### src/sv/wdraw_pkg.sv
// Package: shared types and codes for the weighted draw block.
`default_nettype none
package wdraw_pkg;
    localparam int FUNC_W   = 2;
    localparam int ID_W     = 32;
    localparam int WEIGHT_W = 16;
    localparam int FRAC_W   = 32;
    localparam int STATUS_W = 3;
    localparam int POS_W    = 10;
    localparam int SUM_W    = 25;
    localparam int WT_W     = 15;

    localparam logic [FUNC_W-1:0] FUNC_CLEAR  = 2'd0;
    localparam logic [FUNC_W-1:0] FUNC_APPEND = 2'd1;
    localparam logic [FUNC_W-1:0] FUNC_DRAW   = 2'd2;

    localparam logic [STATUS_W-1:0] ST_DRAWN    = 3'd0;
    localparam logic [STATUS_W-1:0] ST_APPENDED = 3'd1;
    localparam logic [STATUS_W-1:0] ST_DROPPED  = 3'd2;
    localparam logic [STATUS_W-1:0] ST_FULL     = 3'd3;
    localparam logic [STATUS_W-1:0] ST_EMPTY    = 3'd4;
    localparam logic [STATUS_W-1:0] ST_CLEARED  = 3'd5;

    typedef struct packed {
        logic [FUNC_W-1:0]   func;
        logic [ID_W-1:0]     item_id;
        logic [WEIGHT_W-1:0] weight;
        logic [FRAC_W-1:0]   rand_fraction;
    } req_t;

    typedef struct packed {
        logic [STATUS_W-1:0] status;
        logic [ID_W-1:0]     picked_id;
        logic [POS_W-1:0]    picked_index;
    } rsp_t;

    typedef enum logic [3:0] {
        S_IDLE, S_DECODE, S_MUL, S_SRCH, S_SRCH_W, S_SEED, S_WALK_RD, S_WALK,
        S_UPD_RD, S_UPD_WR, S_DONE, S_OUT
    } state_t;

    // controller -> datapath
    typedef struct packed {
        logic load;
        logic do_clear;
        logic do_append;
        logic mul;
        logic srch_start;
        logic srch_rd;
        logic srch_step;
        logic seed;
        logic walk_rd;
        logic walk_step;
        logic upd_start;
        logic upd_rd;
        logic upd_wr;
        logic finish_draw;
        logic set_empty;
    } cmd_t;

    // datapath -> controller
    typedef struct packed {
        logic [FUNC_W-1:0] func;
        logic empty;
        logic srch_done;
        logic walk_done;
        logic upd_done;
    } stat_t;
endpackage
`default_nettype wire

### src/sv/wdraw_ctrl.sv
// Controller: sequences clear, append and draw over the datapath.
`default_nettype none
module wdraw_ctrl (
    input  wire logic            clk,
    input  wire logic            rst_n,
    input  wire logic            in_valid,
    output logic                 in_ready,
    output logic                 out_valid,
    input  wire logic            out_ready,
    input  wire wdraw_pkg::stat_t stat,
    output wdraw_pkg::cmd_t      cmd
);
    import wdraw_pkg::*;
    state_t state_reg, state_next;

    always_ff @(posedge clk or negedge rst_n)
    begin
        if (!rst_n)
            state_reg <= S_IDLE;
        else
            state_reg <= state_next;
    end

    always_comb
    begin
        state_next = state_reg;
        cmd        = '0;
        in_ready   = (state_reg == S_IDLE);
        out_valid  = (state_reg == S_OUT);
        case (state_reg)
            S_IDLE:
            begin
                if (in_valid)
                begin
                    cmd.load   = 1'b1;
                    state_next = S_DECODE;
                end
            end
            S_DECODE:
            begin
                case (stat.func)
                    FUNC_CLEAR:
                    begin
                        cmd.do_clear = 1'b1;
                        state_next   = S_OUT;
                    end
                    FUNC_APPEND:
                    begin
                        cmd.do_append = 1'b1;
                        state_next    = S_OUT;
                    end
                    FUNC_DRAW:
                    begin
                        if (stat.empty)
                        begin
                            cmd.set_empty = 1'b1;
                            state_next    = S_OUT;
                        end
                        else
                        begin
                            cmd.mul    = 1'b1;
                            state_next = S_MUL;
                        end
                    end
                    default: state_next = S_IDLE;
                endcase
            end
            S_MUL:
            begin
                cmd.srch_start = 1'b1;
                state_next     = S_SRCH;
            end
            S_SRCH:
            begin
                if (stat.srch_done)
                begin
                    cmd.seed   = 1'b1;
                    state_next = S_SEED;
                end
                else
                begin
                    cmd.srch_rd = 1'b1;
                    state_next  = S_SRCH_W;
                end
            end
            S_SRCH_W:
            begin
                cmd.srch_step = 1'b1;
                state_next    = S_SRCH;
            end
            S_SEED:
            begin
                cmd.walk_rd = 1'b1;
                state_next  = S_WALK_RD;
            end
            S_WALK_RD: state_next = S_WALK;
            S_WALK:
            begin
                if (stat.walk_done)
                begin
                    cmd.upd_start = 1'b1;
                    state_next    = S_UPD_RD;
                end
                else
                begin
                    cmd.walk_step = 1'b1;
                    cmd.walk_rd   = 1'b1;
                    state_next    = S_WALK_RD;
                end
            end
            S_UPD_RD:
            begin
                if (stat.upd_done)
                begin
                    cmd.finish_draw = 1'b1;
                    state_next      = S_DONE;
                end
                else
                begin
                    cmd.upd_rd = 1'b1;
                    state_next = S_UPD_WR;
                end
            end
            S_UPD_WR:
            begin
                cmd.upd_wr = 1'b1;
                state_next = S_UPD_RD;
            end
            S_DONE: state_next = S_OUT;
            S_OUT:
            begin
                if (out_ready)
                    state_next = S_IDLE;
            end
            default: state_next = S_IDLE;
        endcase
    end
endmodule
`default_nettype wire

### config.mk
export PLATFORM = sky130hd
export DESIGN_NAME = wdraw_ctrl
export DESIGN_NICKNAME = d
export VERILOG_FILES = /design/src/sv/wdraw_pkg.sv /design/src/sv/wdraw_ctrl.sv
export SDC_FILE = /design/constraint.sdc
export NUM_CORES = 1
export LEC_CHECK = 0
export BUFFER_PORTS_ARGS = -buffer_cell sky130_fd_sc_hd__buf_4
export CAP_MARGIN = 30
export CORE_ASPECT_RATIO = 0.8
export CORE_MARGIN = 2
export CORE_UTILIZATION = 23
export DETAILED_ROUTE_END_ITERATION = 12
export REMOVE_ABC_BUFFERS = 1
export SYNTH_ARGS = -nofsm -noshare
export SYNTH_HDL_FRONTEND = slang
export SYNTH_SLANG_ARGS = --single-unit
### constraint.sdc
create_clock -name clk -period 1.5 [get_ports clk]
set_input_delay 0.15 -clock clk [delete_from_list [all_inputs] [get_ports clk]]
set_output_delay 0.15 -clock clk [all_outputs]
set_load 0.01 [all_outputs]
-- Word level (Yosys, flattened, before mapping)
Index checks and enable logic that the tools add are counted.
- mux-type cells: 33
- reduce and logical (&&, ||, !) cells: 5
- equal/unequal tests: 15
- operator list (operator ; number):
    case mux 4 bit (11 select lines) ; 1
    2-to-1 mux 1 bit ; 22
    equality test 4 x 3 -> 1 bit, second input constant ; 4
    equality test 4 bit, second input constant ; 4
    2-to-1 mux 4 bit ; 4
    equality test 4 x 2 -> 1 bit, second input constant ; 2
    case mux 4 bit (2 select lines) ; 1
    2-to-1 mux 2 bit ; 3
    equality test 4 x 1 -> 1 bit, second input constant ; 1
    zero test 4 bit ; 1
    OR reduction 2 bit ; 2
    2-to-1 mux 3 bit ; 1
    equality test 2 x 1 -> 1 bit, second input constant ; 1
    equality test 2 bit, second input constant ; 1
    zero test 2 bit ; 1
    != test 2 x 1 -> 1 bit, second input constant ; 1
    != test 2 bit, second input constant ; 1
    case mux 1 bit (2 select lines) ; 1
    AND reduction 2 bit ; 1
- flip-flop bits (word level): 4
- bits of input ports: 10
- output and inout bits: 17

-- Longest topological paths before layout
Gate-level depths: netlist of the first run.
- word-level depth: 4
- depth in mapped cells: 5
- gate-level depth less buffers: 4

-- Worst setup path before layout of the first run
OpenSTA, ideal clock, no wires.
- kind: reg-to-output
- from: register state_reg[1]
- to: output cmd[12] (netlist bit)
- slack: 0.049 ns
- stages on the path, launching flop included: 3
- buffers on the path: 0
- data arrival time: 1.301 ns
- path through: dfrtp_1 or4b_4 nor3b_1
- RTL lines (what ; line ; source):
    from (decl) ; wdraw_ctrl.sv:14 ; state_t state_reg, state_next;
    from (signal assigned) ; wdraw_ctrl.sv:21 ; state_reg <= state_next;
    to (decl) ; wdraw_ctrl.sv:11 ; output wdraw_pkg::cmd_t cmd

==> results of run 1 <==
worst max-delay path: cells and delay by family (launching register included):
kind | cells | cell delay (ns)
and+or+nand+nor | 2 | 0.69
DFF | 1 | 0.38
buffers and inverters | 2 | 0.30
power breakdown:
part           total [µW]  switching (µW)  internal (µW)
Combinational        1270             636            638
Clock                 139            48.8           89.8
Sequential            198            37.1            161
Total                1610             722            889
what timing repair did:
action                                 CTS  global route
buffers inserted                         2             5
setup endpoints to repair                9            15
endpoints found under the hold margin    4             0
pin swaps                                6             4
resized for setup                       12            12
hold buffers                             1             0
area by class of cell:
| class | count | area (µm²) | share of cell area |
|---|---|---|---|
| multi-input combinational | 55 | 417.9 | 0.4575 |
| timing repair buffer | 39 | 331.6 | 0.3630 |
| sequential | 4 | 100.1 | 0.1096 |
| tap | 24 | 30.03 | 0.03288 |
| clock buffer | 3 | 22.52 | 0.02466 |
| inverter | 3 | 11.26 | 0.01233 |
per-stage QoR:
| stage | setup slack, ns | power [µW] | setup TNS, ns | instances |
|---|---|---|---|---|
| floorplan | -0.06891 | 726.9 | -0.2283 | 62 |
| global placement | 0.03376 | 1133 | 0 | 118 |
| detailed placement | -0.01924 | 1143 | -0.02539 | 118 |
| CTS | -0.2265 | 1452 | -0.8358 | 124 |
| global route | -0.3085 | 1729 | -1.651 | 128 |
| finish | -0.2583 | 1611 | -0.9800 | 128 |
metal layers:
layer / wire length, µm / GRT usage
met1: 691 / 0.1849
met2: 770 / 0.2100
met3: 57 / 0.03169
met4: 30 / 0.07692
met5: 0 / 0
cell usage in the layout, fill, tap and decap left out, types with 2 or more instances in the layout:
| cell | count |
|---|---|
| nor3b_2 | 2 |
| inv_2 | 2 |
| nand2_1 | 5 |
| nor3_2 | 4 |
| a21oi_1 | 4 |
| buf_6 | 3 |
| and3_1 | 4 |
| clkbuf_4 | 3 |
| nor4_1 | 3 |
| o21ai_1 | 2 |
| dfrtp_1 | 4 |
| buf_4 | 33 |
| nor2_1 | 9 |
| nand2b_1 | 2 |
| nand2b_4 | 2 |
| nor2_4 | 2 |
| buf_12 | 2 |
worst max-delay path by stage:
stage                    to  cells after the start
detailed placement   cmd[0]                      4
global placement     cmd[0]                      4
finish              cmd[13]                      4
floorplan           cmd[12]                      2
CTS                  cmd[0]                      4
global route        cmd[11]                      5
kinds of logic (layout without fill, tap and decap cells):
| kind of cell | Yosys count | in the layout | synth area share |
|---|---|---|---|
| muxes | 1 | 1 | 0.02535 |
| DFF | 4 | 4 | 0.2254 |
| and+or+nand+nor | 41 | 41 | 0.5014 |
| buffers and inverters | 7 | 45 | 0.06479 |
| AOI/OAI and AO/OA | 13 | 13 | 0.1831 |
==> impl_results.md, run 1 <==
* Worst Path Max Fanout at 4
* GRT overflow at 0
* CP most frequent cell: buf_4
* Setup Skew at between 0.0005 and 0.0006 ns
* TritonRoute pass-1 iters at 3
* Clock sinks at 4
* Initial Utilization at 0.2392
* ANT cells at 0
* DRT iter0 DRCs at 2
* Post-synth ARST share at 1.000
* Ys flop type: dfrtp_1
* Crit-path cells: or4b_4 -> buf_4 -> nor3_2 -> buf_4
* Most frequent cell after synthesis: nor2_1
* Req. time, crit path at roughly 1.4 ns
* GR Util All Layers at 0.1400
* CP max stage delay at approximately 0.59 ns
* Origin of the critical flop-to-flop path: state_reg[1]$_DFFE_PN0P_
* Root Driver: clkbuf_4
* Worst-path clk slew at 0.04 ns
* ANT nets after route at 0
* Die height at ~43 µm
* Sequential-to-total area share from yosys stat at 0.2254
* Synth warn at 0
* Die Wd at 53.13 µm
* Post-layout nets at 116
* Max VDD drop at 852.4 µV
* Hold Path Cell Cnt at 3
* Leakage at around 0.00043 µW
* Vias at approximately 620
* Slew margin rel. at 0.8314
* Failing checks: setup timing
* Inserted Clock Buffers at 3
* Die area at about 2300 µm²
* Hold path endpoint: state_reg[0]$_DFFE_PN0P_
* Post-synth top cells: 11 x nor2_1, 6 x nand2_1
* Placed instance area at between 700 and 800 µm²
* Unique masters post-synth at 26
* Cell taking the most area after synthesis: dfrtp_1
* Share of the synthesized area in the top cell type at 0.2254
* Post-Route Utilization at 0.4919
* Fin area at approximately 910 µm²
* I/O Buffers at 26
* Total of max-cap violations at 0
* Worst Hold Launch: in_valid
* Syn avg cell area at about 6.7 µm²
* Slew Viols, Final at 0
* Min cycle time layout at 1.758 ns
* CP endpoint kind: primary output
* Setup WS post-layout at -0.2583 ns
* Clk Latency, worst-skew pair at ~0.24 ns
* Beginning of the critical path: state_reg[1]$_DFFE_PN0P_
* Critical Path AT at roughly 1.6 ns
* Area of the mapped netlist at between 400 and 500 µm²
* CTS H-tree depth at 1
* Startpoint types: register
* DP HPWL at a little over 1 mm
* CTS Buffer Depth at 2
* R2R depth at 5
* Per-cell routed wire length at between 10 and 15 µm
* Pwr per Cell Area at between 1500 and 2000 nW/µm²
* Syn Inst Count at 66
* FMAX at between 0.5 and 0.6 GHz
* Pin count of the biggest net entering global routing at 17
* Post-synth EDFFs at 0
* Unrepaired setup endpoints after global routing: yes
* WS Path Type: reg2out
* Final hold viol count at 0
* Detailed-route DRC error count at 0
* Final wirelength at ~1.5 mm
* Largest register FFs at 4
* Outcome: finished with violations
* Flop2flop setup slack at -0.01 ns
* Area contributors post-synth: dfrtp_1 23%, nor2_1 9.3%, and3_1 5.6%
* Hold Slack at 0.2335 ns
* Slew @ Worst Pin at about 0.25 ns
* CTS tree: built
* Core area at about 1900 µm²
* Vias in the first global route at 522
* Num rows at 14
* Routability cong. at 0.7101
* Slowest-stage cell, CP: or4b_4
* Yosys reg bits at 4
* Layout cell share with drive strength beyond 1 at 0.5769
* Tcrit/Tclk final at 1.172
* First-pass GRT wire length at 2.311 mm
* IO Count at 27
* Initial antenna violation count at 0
* Syn-to-layout area delta at 105.6%
* Hold WC Path Type: in2reg
* Setup violators final at 7
* Final-layout fill cell count at 191
* Avg Vias per Cell at roughly 4.9
* Crit Reg-Reg Endpoint: state_reg[0]$_DFFE_PN0P_
Note: power is estimated with default switching activity, not from simulation.
==> run 2, diff against run 1 <==
--- a/config.mk
+++ b/config.mk
@@ -12,6 +12,7 @@
 export CORE_UTILIZATION = 23
 export DETAILED_ROUTE_END_ITERATION = 12
 export REMOVE_ABC_BUFFERS = 1
+export SKIP_CTS_REPAIR_TIMING = 1
 export SYNTH_ARGS = -nofsm -noshare
 export SYNTH_HDL_FRONTEND = slang
 export SYNTH_SLANG_ARGS = --single-unit
==> run 2 against run 1 <==
  * The run still ends with setup timing left
  * Clock power barely moved
  * Routed wire length fell by 1.6%
  * Critical path depth rose by 1
  * Combinational power fell by 8%
  * Global-route usage fell by 1.4 points
  * Clock-buffer cell count did not move
  * Total power fell by 6.6%
  * Cell area fell by 5.9%
  * Sequential share of layout area rose by 0.69 points
  * Critical endpoint is now cmd[11]
  * Highest routed layer unchanged
==> impl_results.md, run 2 (same netlist as run 1, synthesis figures left out) <==
* Initial Utilization at 0.2392 (unchanged)
* Layout cell share with drive strength beyond 1 at 0.5446 (-0.03237)
* IO Count at 27 (unchanged)
* DRT iter0 DRCs at 9 (+7)
* Most frequent cells in the layout: 32 x buf_4, 9 x nor2_1, 5 x nand2_1
* Die Wd at 53.13 µm (unchanged)
* Die height at 43.31 µm (unchanged)
* Min cycle time layout at 1.739 ns (-0.01890 ns)
* Max VDD drop at 867.8 µV (+1.8%)
* CP endpoint kind: primary output
* CP max stage delay at 0.60 ns (about the same)
* Part of the power in combinational logic at 0.777 (-0.014)
* Critical Path AT at 1.59 ns (-0.02 ns)
* Startpoint types: register
* CTS Buffer Depth at 2 (unchanged)
* Failing checks: setup timing
* GRT overflow at 0 (unchanged)
* Vias in the first global route at 492 (-5.7%)
* Num rows at 14 (unchanged)
* Psw at 697.6 µW (-3.4%)
* Die area at 2301 µm² (unchanged)
* TritonRoute pass-1 iters at 4 (+1)
* Worst Path Max Fanout at 5 (+1)
* Total Power at 1505 µW (-6.6%)
* Buf/Inv on CP at 1 (-1)
* Vias at 616 (-1.3%)
* Post-layout nets at 113 (-2.6%)
* Most common cell after layout, fill and taps aside: buf_4
* M2 GR Usage at 0.1750 (-0.03500)
* Routability cong. at 0.7101 (unchanged)
* DP HPWL at 1.037 mm (unchanged)
* Unrepaired setup endpoints after global routing: yes
* Outcome: finished with violations
* FMAX at 0.5749 GHz (+1.1%)
* Avg Vias per Cell at 4.928 (+1.1%)
* Final wirelength at 1.524 mm (-1.6%)
* Req. time, crit path at 1.35 ns (about the same)
* Syn-to-layout area delta at 93.52%
* Root Driver: clkbuf_4
* Largest register FFs at 4 (unchanged)
* Most used routing layer: met2
* Setup WS post-layout at -0.2394 ns (+0.01890 ns)
* Slew Viols, Final at 0 (unchanged)
* ANT nets after route at 0 (unchanged)
* GR Util All Layers at 0.1256 (-0.01434)
* Clk Latency, worst-skew pair at 0.24 ns (about the same)
* Core area at 1857 µm² (unchanged)
* Largest delay share family, worst path: simple AND/OR/NAND/NOR gates
* Pint at 807.2 µW (-9.2%)
* Origin of the critical flop-to-flop path: state_reg[2]$_DFFE_PN0P_
* Final hold viol count at 0 (unchanged)
* Slew margin rel. at 0.8299 (-0.001513)
* Clock sinks at 4 (unchanged)
* ANT cells at 0 (unchanged)
* CTS H-tree depth at 1 (unchanged)
* Beginning of the critical path: state_reg[1]$_DFFE_PN0P_
* Worst Hold Launch: in_valid
* Inserted Clock Buffers at 3 (unchanged)
* CTS tree: built
* First-pass GRT wire length at 2.070 mm (-10%)
* Leakage at 0.0004109 µW (-4.5%)
* Slowest-stage cell, CP: or4b_4
* Clock power share at 0.093 (+0.007)
* Pin count of the biggest net entering global routing at 17 (unchanged)
* Setup Skew at 0.0004101 ns (-0.0001260 ns)
* Setup violators final at 6 (-1)
* GRT met1 Usage at 0.1724 (-0.01253)
* GR Util met3 at 0.03169 (unchanged)
* Switching share of power at 0.4636 (+0.01539)
* Slew @ Worst Pin at 0.2528 ns (+0.002248 ns)
* Tcrit/Tclk final at 1.160 (-0.01260)
* WS Path Type: reg2out
* Total of max-cap violations at 0 (unchanged)
* Final-layout fill cell count at 205 (+7.3%)
* Reg power frac at 0.130 (+0.007)
* Pwr per Cell Area at 1751 nW/µm² (-0.74%)
* Hold WC Path Type: in2reg
* Initial antenna violation count at 0 (unchanged)
* Detailed-route DRC error count at 0 (unchanged)
* Dpl ws at -0.01924 ns (unchanged)
* Crit-path cells: or4b_4 -> nor2_4 -> nand2_1 -> nor2_1 -> buf_4
* Worst-path clk slew at 0.04 ns (about the same)
* I/O Buffers at 26 (unchanged)
* Per-cell routed wire length at 12.19 µm (+0.75%)
==> run 2: cell types whose count changed in the layout (fill, tap and decap cells not counted), sizes merged <==
cell / delta
buf: -3
==> run 2: per-layer routing <==
| layer | vias up | wire length (µm) |
|---|---|---|
| li1 | 305 | - |
| met1 | 285 | 659 |
| met2 | 19 | 748 |
| met3 | 7 | 73 |
| met4 | 0 | 43 |
| met5 | - | 0 |
==> run 2: layout make-up <==
| type | count | area (µm²) | share of cell area |
|---|---|---|---|
| timing repair buffer | 36 | 292.8 | 0.3406 |
| clock buffer | 3 | 22.52 | 0.02620 |
| multi-input combinational | 55 | 402.9 | 0.4687 |
| inverter | 3 | 11.26 | 0.01310 |
| sequential | 4 | 100.1 | 0.1164 |
| tap | 24 | 30.03 | 0.03493 |
==> run 2: worst paths after layout <==
kind	to	slack, ns	depth (start not counted)
setup / recovery	cmd[11]	-0.24	5
hold reg to reg	state_reg[2]$_DFFE_PN0P_	0.66	2
setup reg to reg	state_reg[0]$_DFFE_PN0P_	0.07	5
max in group asynchronous	state_reg[3]$_DFFE_PN0P_	1.16	2
min in group asynchronous	state_reg[0]$_DFFE_PN0P_	0.24	2
hold / removal	state_reg[0]$_DFFE_PN0P_	0.23	3
==> run 2: power groups by stage <==
stage,logic (µW),clock network (µW),registers [µW]
2_1_floorplan,436,0,291
3_3_place_gp,939,0,194
3_5_place_dp,947,0,195
4_1_cts,953,144,195
5_1_grt,1260,147,200
6_report,1170,140,196
==> run 2: per-stage QoR <==
stage	hold WS (ns)	TNS [ns]	instances	instance area, µm²	utilization
5_1_grt	0.2337	-1.354	125	859.6	0.4629
2_1_floorplan	-0.1456	-0.2283	62	426.7	-
6_report	0.2286	-0.8205	125	859.6	0.4629
4_1_cts	-0.3089	-1.408	121	732.0	0.3942
3_3_place_gp	-0.05150	0	118	709.4	0.3821
3_5_place_dp	-0.04994	-0.02539	118	709.4	0.3821
==> run 2: tightest hold or removal path: cells and delay by family <==
kind / cells / cell delay, ns
AOI/OAI and AO/OA: 2 / 0.17
buffers and inverters: 1 / 0.11
